===== src/rtl/positional_list_engine_macros.svh =====
// assertion helpers for the positional list engine
// both sample on clk and stay quiet while rst_n is low
`ifndef POSITIONAL_LIST_ENGINE_MACROS_SVH
`define POSITIONAL_LIST_ENGINE_MACROS_SVH

// property must hold at every sampled edge
`define PLE_CHECK(lbl, prop, msg) \
    lbl: assert property (@(posedge clk) disable iff (!rst_n) prop) else $error(msg);

// condition must never be seen
`define PLE_NEVER(lbl, cond, msg) \
    lbl: assert property (@(posedge clk) disable iff (!rst_n) !(cond)) else $error(msg);

`endif


===== src/rtl/ple_pkg.sv =====
`default_nettype none

package ple_pkg;

    // action codes carried by an input beat
    typedef enum logic [2:0] {
        ACT_APPEND = 3'd0,
        ACT_INSERT = 3'd1,
        ACT_DELETE = 3'd2,
        ACT_SORT   = 3'd3,
        ACT_DUMP   = 3'd4
    } action_t;

    // result status codes
    localparam logic [1:0] STAT_OK      = 2'd0;
    localparam logic [1:0] STAT_BAD_POS = 2'd1;
    localparam logic [1:0] STAT_FULL    = 2'd2;

    // per-cycle operation broadcast to every cell
    typedef enum logic [2:0] {
        CELL_HOLD = 3'd0,
        CELL_INS  = 3'd1,
        CELL_DEL  = 3'd2,
        CELL_SORT = 3'd3,
        CELL_ROT  = 3'd4
    } cell_op_t;

    typedef struct packed {
        cell_op_t op;
        logic     phase;
    } cell_cmd_t;

endpackage

`default_nettype wire


===== src/rtl/ple_cell.sv =====
`default_nettype none

module ple_cell #(
    parameter int CAPACITY   = 64,
    parameter int DATA_WIDTH = 32,
    parameter int INDEX      = 0
) (
    input  wire                                  clk,
    input  ple_pkg::cell_cmd_t                   cmd,
    input  wire  [$clog2(CAPACITY)-1:0]          at,
    input  wire  [$clog2(CAPACITY+1)-1:0]        count,
    input  wire  signed [DATA_WIDTH-1:0]         din,
    input  wire  signed [DATA_WIDTH-1:0]         head,
    input  wire  signed [DATA_WIDTH-1:0]         left,
    input  wire                                  left_gt,
    input  wire  signed [DATA_WIDTH-1:0]         right,
    output logic signed [DATA_WIDTH-1:0]         q,
    output logic                                 gt,
    output logic signed [DATA_WIDTH-1:0]         pick
);
    import ple_pkg::*;

    localparam int IW = $clog2(CAPACITY);
    localparam int CW = $clog2(CAPACITY + 1);
    localparam logic [IW-1:0] IDX    = IW'(INDEX);
    localparam logic [CW-1:0] IDX_C  = CW'(INDEX);
    localparam logic [CW-1:0] IDX1_C = CW'(INDEX + 1);
    localparam logic          ODD    = 1'(INDEX % 2);

    logic signed [DATA_WIDTH-1:0] q_reg;
    logic signed [DATA_WIDTH-1:0] q_next;

    // next element held by this cell
    always_comb
    begin
        q_next = q_reg;
        unique case (cmd.op)
            CELL_INS:
            begin
                if (IDX > at)
                    q_next = left;
                else if (IDX == at)
                    q_next = din;
            end
            CELL_DEL:
            begin
                if (IDX >= at)
                    q_next = right;
            end
            CELL_SORT:
            begin
                // odd-even transposition: swap with the pair partner when out of order
                if ((ODD == cmd.phase) && (IDX1_C < count) && gt)
                    q_next = right;
                else if ((ODD != cmd.phase) && (IDX_C < count) && left_gt)
                    q_next = left;
            end
            CELL_ROT:
            begin
                // rotate the held run left, head wraps to the tail
                if (IDX1_C == count)
                    q_next = head;
                else if (IDX_C < count)
                    q_next = right;
            end
            default:
            begin
                q_next = q_reg;
            end
        endcase
    end

    // element storage
    always_ff @(posedge clk)
    begin
        q_reg <= q_next;
    end

    assign q    = q_reg;
    assign gt   = (q_reg > right);
    assign pick = (IDX == at) ? q_reg : '0;

endmodule

`default_nettype wire


===== config.mk =====
export PLATFORM = sky130hd
export DESIGN_NAME = ple_cell
export DESIGN_NICKNAME = d
export VERILOG_FILES = /design/src/rtl/positional_list_engine_macros.svh /design/src/rtl/ple_pkg.sv /design/src/rtl/ple_cell.sv
export SDC_FILE = /design/constraint.sdc
export NUM_CORES = 1
export LEC_CHECK = 0
export ABC_AREA = 1
export CAP_MARGIN = 10
export CORE_ASPECT_RATIO = 0.7
export CORE_UTILIZATION = 60
export CTS_CLUSTER_SIZE = 40
export DETAILED_ROUTE_END_ITERATION = 6
export DONT_BUFFER_PORTS = 1
export GPL_TIMING_DRIVEN = 0
export PLACE_DENSITY = 0.76
export SETUP_SLACK_MARGIN = 0.5
export SLEW_MARGIN = 20
export SYNTH_ARGS = -nofsm -noshare
export SYNTH_HDL_FRONTEND = slang
export SYNTH_SLANG_ARGS = --single-unit

===== constraint.sdc =====
create_clock -name clk -period 5.9 [get_ports clk]
set_input_delay 1.18 -clock clk [delete_from_list [all_inputs] [get_ports clk]]
set_output_delay 1.18 -clock clk [all_outputs]
set_load 0.02 [all_outputs]

== Yosys cells after proc, flatten, opt, wreduce, memory -nomap -nowiden ==
Index checks and enable logic that the tools add are counted.

* ROM bits: 0
* Flip-flop bits (word level): 32
* Logic and storage cells: 32
* Memories kept: 0
* Memory bits (writable): 0
* Input bits: 147
* Latch bits: 0

* Equal/unequal tests: 9
* Add/subtract/negate cells: 0
* Muxes and demuxes: 9
* Div/mod/pow operators: 0
* $mul: 0
* Bitwise operators: 1
* Reductions and logical operators: 7
* Shifts and indexed selects: 0
* Magnitude comparators: 5

{| class="wikitable"
|+ Operators with widths
! kind !! number
|-
| $mux W32 || 8
|-
| $pmux W32 S4 || 1
|-
| $gt A32 B32 Y1 || 1
|-
| $lt A1 B7 Y1 const A || 2
|-
| $ne A3 B3 Y1 const B || 3
|-
| $eq A1 B7 Y1 const A || 1
|-
| $eq A3 B2 Y1 const B || 2
|-
| $ge A1 B6 Y1 const A || 1
|-
| $gt A1 B6 Y1 const A || 1
|-
| $logic_not A6 Y1 || 1
|-
| $reduce_and A5 Y1 || 1
|-
| $logic_and A1 B1 Y1 || 4
|-
| $reduce_bool A4 Y1 || 1
|-
| $eq A3 B1 Y1 const B || 1
|-
| $eq A3 B3 Y1 const B || 1
|-
| $ne A2 B2 Y1 const B || 1
|-
| $not A1 Y1 || 1
|}

== Logic depth before layout (Yosys ltp) ==
Gate-level depths: netlist of run 1.

* Word-level depth: 6
* Mapped depth: 19
* Mapped depth without buffers: 18

== Worst setup path before layout of run 1 ==
Ideal clock, no wire load.

* Kind: in2reg
* Start: input right[31]
* End: register q_reg[0], in the netlist q[0], enable pin
* Setup slack: 1119 ps
* Required time: 5461 ps
* Stages on the path: 12
* Arrival time: 4342 ps
* Cell sequence: inv_1 -> ha_1 -> nand2_1 -> nor2_1 -> and2_2 -> nand3_2 -> nor2_2 -> nand2_1 -> nand3_2 -> nand4_4 -> buf_6 -> a32oi_1

* Word-level cells in the longest chain between the ends: 4

{| class="wikitable"
|+ RTL lines
! item !! RTL line !! RTL
|-
| from (decl) || ple_cell.sv:16 || <nowiki>input wire signed [DATA_WIDTH-1:0] right,</nowiki>
|-
| $gt A32 B32 Y1 || ple_cell.sv:80 || <nowiki>assign gt = (q_reg > right);</nowiki>
|-
| $logic_and A1 B1 Y1 || ple_cell.sv:53 || <nowiki>if ((ODD == cmd.phase) && (IDX1_C < count) && gt)</nowiki>
|-
| $ne A3 B3 Y1 (no line) || n/a ||
|-
| $reduce_and A5 Y1 (no line) || n/a ||
|-
| to (signal assigned) || ple_cell.sv:76 || <nowiki>q_reg <= q_next;</nowiki>
|-
| to (decl) || ple_cell.sv:30 || <nowiki>logic signed [DATA_WIDTH-1:0] q_reg;</nowiki>
|}

No other way between the ends.
A chain may end at the register's enable or synchronous reset.

== Final worst setup path of run 1 ==
* Start: input right[31]
* End: output gt

* Word-level cells in the longest chain between the ends: 1

{| class="wikitable"
|+ RTL lines
! item !! RTL line !! RTL
|-
| $gt A32 B32 Y1 || ple_cell.sv:80 ||
|-
| to (decl) || ple_cell.sv:18 || <nowiki>output logic gt,</nowiki>
|}

No other way between the ends.

==> results of run 1 <==
-- where the power goes --
group / switching [mW] / internal, mW / leakage (nW)
logic: 0.161 / 0.0863 / 1.96
registers: 0.0310 / 0.272 / 0.298
clock network: 0.0937 / 0.0802 / 0.0453
-- cell type report --
cell class / count / share of cell area
multi-input combinational: 449 / 0.554
sequential: 32 / 0.221
inverter: 150 / 0.129
buffer: 36 / 0.0383
tap: 91 / 0.0262
clock buffer: 5 / 0.0158
timing repair buffer: 2 / 0.0127
clock inverter: 3 / 0.00316
-- path summary, 6_finish.rpt --
check,start,endpoint,cells after the start
hold / removal,din[22],q[22]$_DFFE_PP_,2
hold reg to reg,q[31]$_DFFE_PP_,q[15]$_DFFE_PP_,5
setup reg to reg,q[31]$_DFFE_PP_,q[4]$_DFFE_PP_,13
setup / recovery,right[31],gt,12
-- per-stage QoR --
step           power (mW)   util
3_5_place_dp        0.549  0.667
5_1_grt             0.766  0.680
6_report            0.725  0.680
3_3_place_gp        0.537  0.656
2_1_floorplan       0.483      -
4_1_cts             0.720  0.680
-- kinds of logic (layout without fill, tap and decap cells) --
logic type               count (synthesis)  after routing  share of synthesized area
adder cells (fa/ha/maj)                 32             32                     0.0982
flip-flops                              32             32                      0.236
AND/OR/NAND/NOR                        328            328                      0.355
buffers and inverters                  186            196                      0.179
AO/OA/AOI/OAI                           89             89                      0.133
-- placed cells by master (no fill, tap or decap), types with 2 or more instances in the layout --
cell type  netlist  routed
ha_1            32      32
clkbuf_1        22      22
o21a_1           2       2
buf_1            4       4
inv_1          148     148
o211ai_1        34      34
nand3_2          2       2
edfxtp_1        32      32
inv_2            2       2
buf_6            3       3
a21oi_1         47      47
o21ai_0          4       4
buf_16           0       2
clkinv_2         0       2
nand3_1         65      65
buf_2            7       7
nand2_1        135     135
clkbuf_8         0       5
nand4_1         34      34
nor2_1          83      83
nor3_1           3       3
-- layer usage --
metal | up-vias | part of all wire
met1 | 2077 | 0.39
met5 | - | 0
met2 | 336 | 0.46
met4 | 0 | 0.032
li1 | 2172 | -
met3 | 46 | 0.12
==> run metrics, run 1 <==
routability cong.=0.888; number of global-route vias before repair=4,403; DR vias=4,631; clk_lat worst skew=roughly 0.30 ns; unrepaired setup endpoints after global routing=false; post-synth top area cell=edfxtp_1; die area=7140 µm²; layout cells sized above 1=0.0414; M2 GR Usage=0.619; Post-synth top cells=148 x inv_1, 135 x nand2_1, 83 x nor2_1; GR Util met3=0.0870; EDFF count, synth=32; most instantiated library cell after synthesis=inv_1; CTS buffer count=5; layout net count=855; Filler cells=600; CTS resizes=0; CP most frequent cell=nand2_1; final instance count without filler cells=between 700 and 800; IO buf count=0; library cells used by synthesis=26; detailed placement HPWL=10,500 µm; Overflow after GRT=0; top cell type's share of synthesized area=0.236; Clock Path Buffers=2; total track usage=0.386; power per cell area=~170 nW/µm²; post-CTS setup buffer count=0; main flop type after synthesis=edfxtp_1; critical-path cell list=inv_1 -> ha_1 -> nand2_1 -> nor2_1 -> and2_2 -> nand3_2 -> nor2_2 -> nand2_1 -> nand3_2 -> buf_2 -> nand2_1 -> nor2_1; endpoints failing hold=0; status=completed; DR DRC count=0; # setup viols final=0; met1 Use GR=0.501; DR WL/cell=approximately 18 µm; top post-synthesis cells by area=edfxtp_1 24%, inv_1 14%, nand2_1 12%, ha_1 9.8%, nand3_1 8.0%; Final Max Tran Viols=0; Initial Util=0.638; FF+latch area=961 µm²; drt total wl=13,600 µm; area occupied by multi-input gates=2410 µm²; flops & latches, synth=32; worst slack at placement=roughly 1.5 ns; clk sinks=32; Total Neg Setup Slack=0 ns; Final WS setup=1.50 ns; Avg Cell Area, Syn=6.12 µm²; Net Count, Synth=846; Crit-path slowest cell=ha_1; crit-path leading delay family=simple AND/OR/NAND/NOR gates; die height=slightly above 70 µm; Max VDD drop=80.5 µV; worst-path maximum fanout=10; Mapped Cells=667; Max-cap violations=0; WP data arrival=3.22 ns; worst path required time=4.72 ns; core box area=6400 µm²; CTS tree=done; Cells after DPL=760; R2R setup slack=2.64 ns; min Tclk post-route=4.40 ns; CP Launch Type=primary input; DRT iter0 DRCs=330; Largest register FFs=32; std cell rows=24; fmax=227 MHz; most used routing layer=met2; post-route cell area=approximately 4300 µm²; placed cell area=about 4300 µm²; Vias per Instance=6.03; YS warnings=0; H-tree Lvls=2; clock slew at reported path FFs=roughly 0.080 ns; hold_buf cts=0; area growth from synthesis to layout=6.63%; crit end category=output port; LEAKAGE=around 2.3 nW; Die X=101 µm; WHS=around 1.1 ns; Final Cycle Share=0.746; ys async rst share=0; CP peak stage delay=roughly 0.37 ns; Max-slew headroom=0.420; pin count of the biggest net entering global routing=16; worst slew pin tran=0.864 ns; first-pass GRT wire length=21,000 µm; Antenna Nets Post-Route=0; final clock skew=0.0101 ns; part of the Yosys area used for sequential elements=0.236; initial antenna violation count=0; critical path class=in2out; type of the worst min-delay path=in2reg; IO Count=212; CP Buf/Inv Count=2; post-synthesis cell area=between 4000 and 5000 µm²; drt first pass iters=7; Clock Root Buffer=clkbuf_8; # diodes=0
Power figures use the tool's default switching activity.
==> run 2: changes to the inputs <==
==> constraint.sdc (replaced) <==
create_clock -name clk -period 4.4 [get_ports clk]
set_input_delay 0.88 -clock clk [delete_from_list [all_inputs] [get_ports clk]]
set_output_delay 0.88 -clock clk [all_outputs]
set_load 0.02 [all_outputs]
==> run metrics, run 2 (same netlist as run 1, synthesis figures left out) <==
power share of the combinational group=0.320 (-0.022); H-tree Lvls=2 (unchanged); RR Endpoint=q[27]$_DFFE_PP_; DRT iter0 DRCs=421 (+28%); IO Count=212 (unchanged); clock slew at reported path FFs=0.08 ns (about the same); violated checks=DRC; Clock Root Buffer=clkbuf_8; Vias per Instance=6.00 (-0.48%); most frequent cells in the layout=148 x inv_1, 135 x nand2_1, 82 x nor2_1; Core Util, Final=0.684 (+0.00430); Final WS setup=0.698 ns (-0.803 ns); final clock skew=0.00429 ns (-0.00577 ns); number of global-route vias before repair=4,195 (-4.7%); switching fraction of total power=0.381 (-0.0131); LEAKAGE=2.31 nW (+0.44%); Final Max Tran Viols=0 (unchanged); Overflow after GRT=0 (unchanged); die height=71.0 µm (unchanged); pin count of the biggest net entering global routing=16 (unchanged); Clock Path Buffers=2 (unchanged); detailed placement HPWL=10,600 µm (+1.2%); DR WL/cell=18.1 µm (+2.0%); WP data arrival=2.82 ns (-0.40 ns); P_sw=400 µW (+40%); IO buf count=0 (unchanged); first-pass GRT wire length=20,900 µm (-0.23%); Register-to-Register Path Depth=13 (unchanged); Antenna Nets Post-Route=0 (unchanged); worst setup path start=right[31]; Final Cycle Share=0.841; DR vias=4,609 (-0.48%); CTS tree=done; CTS buffer count=5 (unchanged); worst path required time=3.52 ns (-1.20 ns); DR DRC count=2 (+2); CP Launch Type=primary input; area occupied by multi-input gates=2410 µm² (+0.10%); min Tclk post-route=3.70 ns; Largest register FFs=32 (unchanged); clk_lat worst skew=0.30 ns (about the same); std cell rows=24 (unchanged); worst-path maximum fanout=10 (unchanged); drt first pass iters=7 (unchanged); worst slack at placement=0.631 ns (-0.906 ns); clk sinks=32 (unchanged); status=finished with violations; # diodes=0 (unchanged); reg2reg start=q[31]$_DFFE_PP_; Max VDD drop=181 µV (+120%); R2R setup slack=1.16 ns (-1.48 ns); hold_buf cts=0 (unchanged); Int Pwr=649 µW (+48%); WHS=0.806 ns (-0.311 ns); critical path class=in2out; fmax=between 200 and 300 MHz; Max-slew headroom=0.471 (+0.0518); Max-cap violations=0 (unchanged); CP endpoint=gt; total track usage=0.382 (-0.00385); Initial Util=0.638 (unchanged); layout net count=855 (unchanged); Die X=101 µm (unchanged); power per cell area=240 nW/µm² (+44%); area growth from synthesis to layout=7.30%; Total Neg Setup Slack=0 ns (unchanged); FF+latch area=961 µm² (unchanged); Seq pwr share=0.387 (-0.031); type of the worst min-delay path=in2reg; initial antenna violation count=0 (unchanged); die area=7140 µm² (unchanged); Filler cells=625 (+4.2%); worst slew pin tran=0.787 ns (-0.0771 ns); drt total wl=13,900 µm (+2.0%); crit end category=output port; core box area=6400 µm² (unchanged); # setup viols final=0 (unchanged); layout cells sized above 1=0.0428 (+0.00148); unrepaired setup endpoints after global routing=false; most common cell after layout, fill and taps aside=inv_1; routability cong.=0.876 (-1.4%); endpoints failing hold=0 (unchanged); clock group share of total power=0.293 (+0.053)
[run 2: cell count changes in the layout (fill, tap and decap cells not counted), sizes merged]
| cell | previous run | this run |
|---|---|---|
| clkbuf | 27 | 28 |
| clkinv | 3 | 1 |
| bufinv | 0 | 1 |
[run 2: worst min-delay path by stage]
stage                       start         endpoint  slack [ns]  cells past startpoint
final                      din[7]   q[7]$_DFFE_PP_        0.81                      2
after global routing      din[22]  q[22]$_DFFE_PP_        0.82                      2
after CTS                 din[21]  q[21]$_DFFE_PP_        0.81                      2
after detailed placement   din[3]   q[3]$_DFFE_PP_        1.12                      2
after global placement    din[13]  q[13]$_DFFE_PP_        1.12                      2
after floorplan            din[0]   q[0]$_DFFE_PP_        1.11                      2
[run 2: stage by stage]
step / total power [mW] / area, µm² / instances
global placement: 0.720 / 4200 / 758
floorplan: 0.648 / 4090 / 667
detailed placement: 0.737 / 4270 / 760
CTS: 1.03 / 4370 / 768
global route: 1.09 / 4380 / 768
finish: 1.05 / 4380 / 768
[run 2: worst max-delay path, cell delays in order]
cell and delay (ns):
inv_1 0.04, ha_1 0.36, nand2_1 0.09, nor2_1 0.14, and2_2 0.19, nand3_2 0.07, nor2_2 0.13, nand2_1 0.10
nand3_2 0.17, buf_2 0.27, nand2_1 0.09, nor2_2 0.26
[run 2: repair_timing]
item	CTS	global route
endpoints found under the setup margin	0	1
buffers inserted	0	0
gates resized for setup	0	1
[run 2: per-layer routing]
metal,GRT usage,vias to the layer above,part of all wire
li1,-,2179,-
met1,0.496,2019,0.39
met2,0.632,371,0.45
met3,0.0968,40,0.13
met4,0.108,0,0.026
met5,0,-,0
[run 2: area by class of cell]
cell class,instances,share of cell area
timing repair buffer,2,0.0126
tap,91,0.0260
sequential,32,0.220
multi-input combinational,449,0.551
clock inverter,2,0.00800
inverter,150,0.129
clock buffer,6,0.0166
buffer,36,0.0380
[run 2: power by group through the flow]
stage	clock, mW	sequential (mW)	combinational (mW)
final	0.308	0.406	0.336
after global routing	0.310	0.408	0.374
after CTS	0.301	0.405	0.328
after detailed placement	0	0.412	0.325
after global placement	0	0.413	0.306
after floorplan	0	0.406	0.242
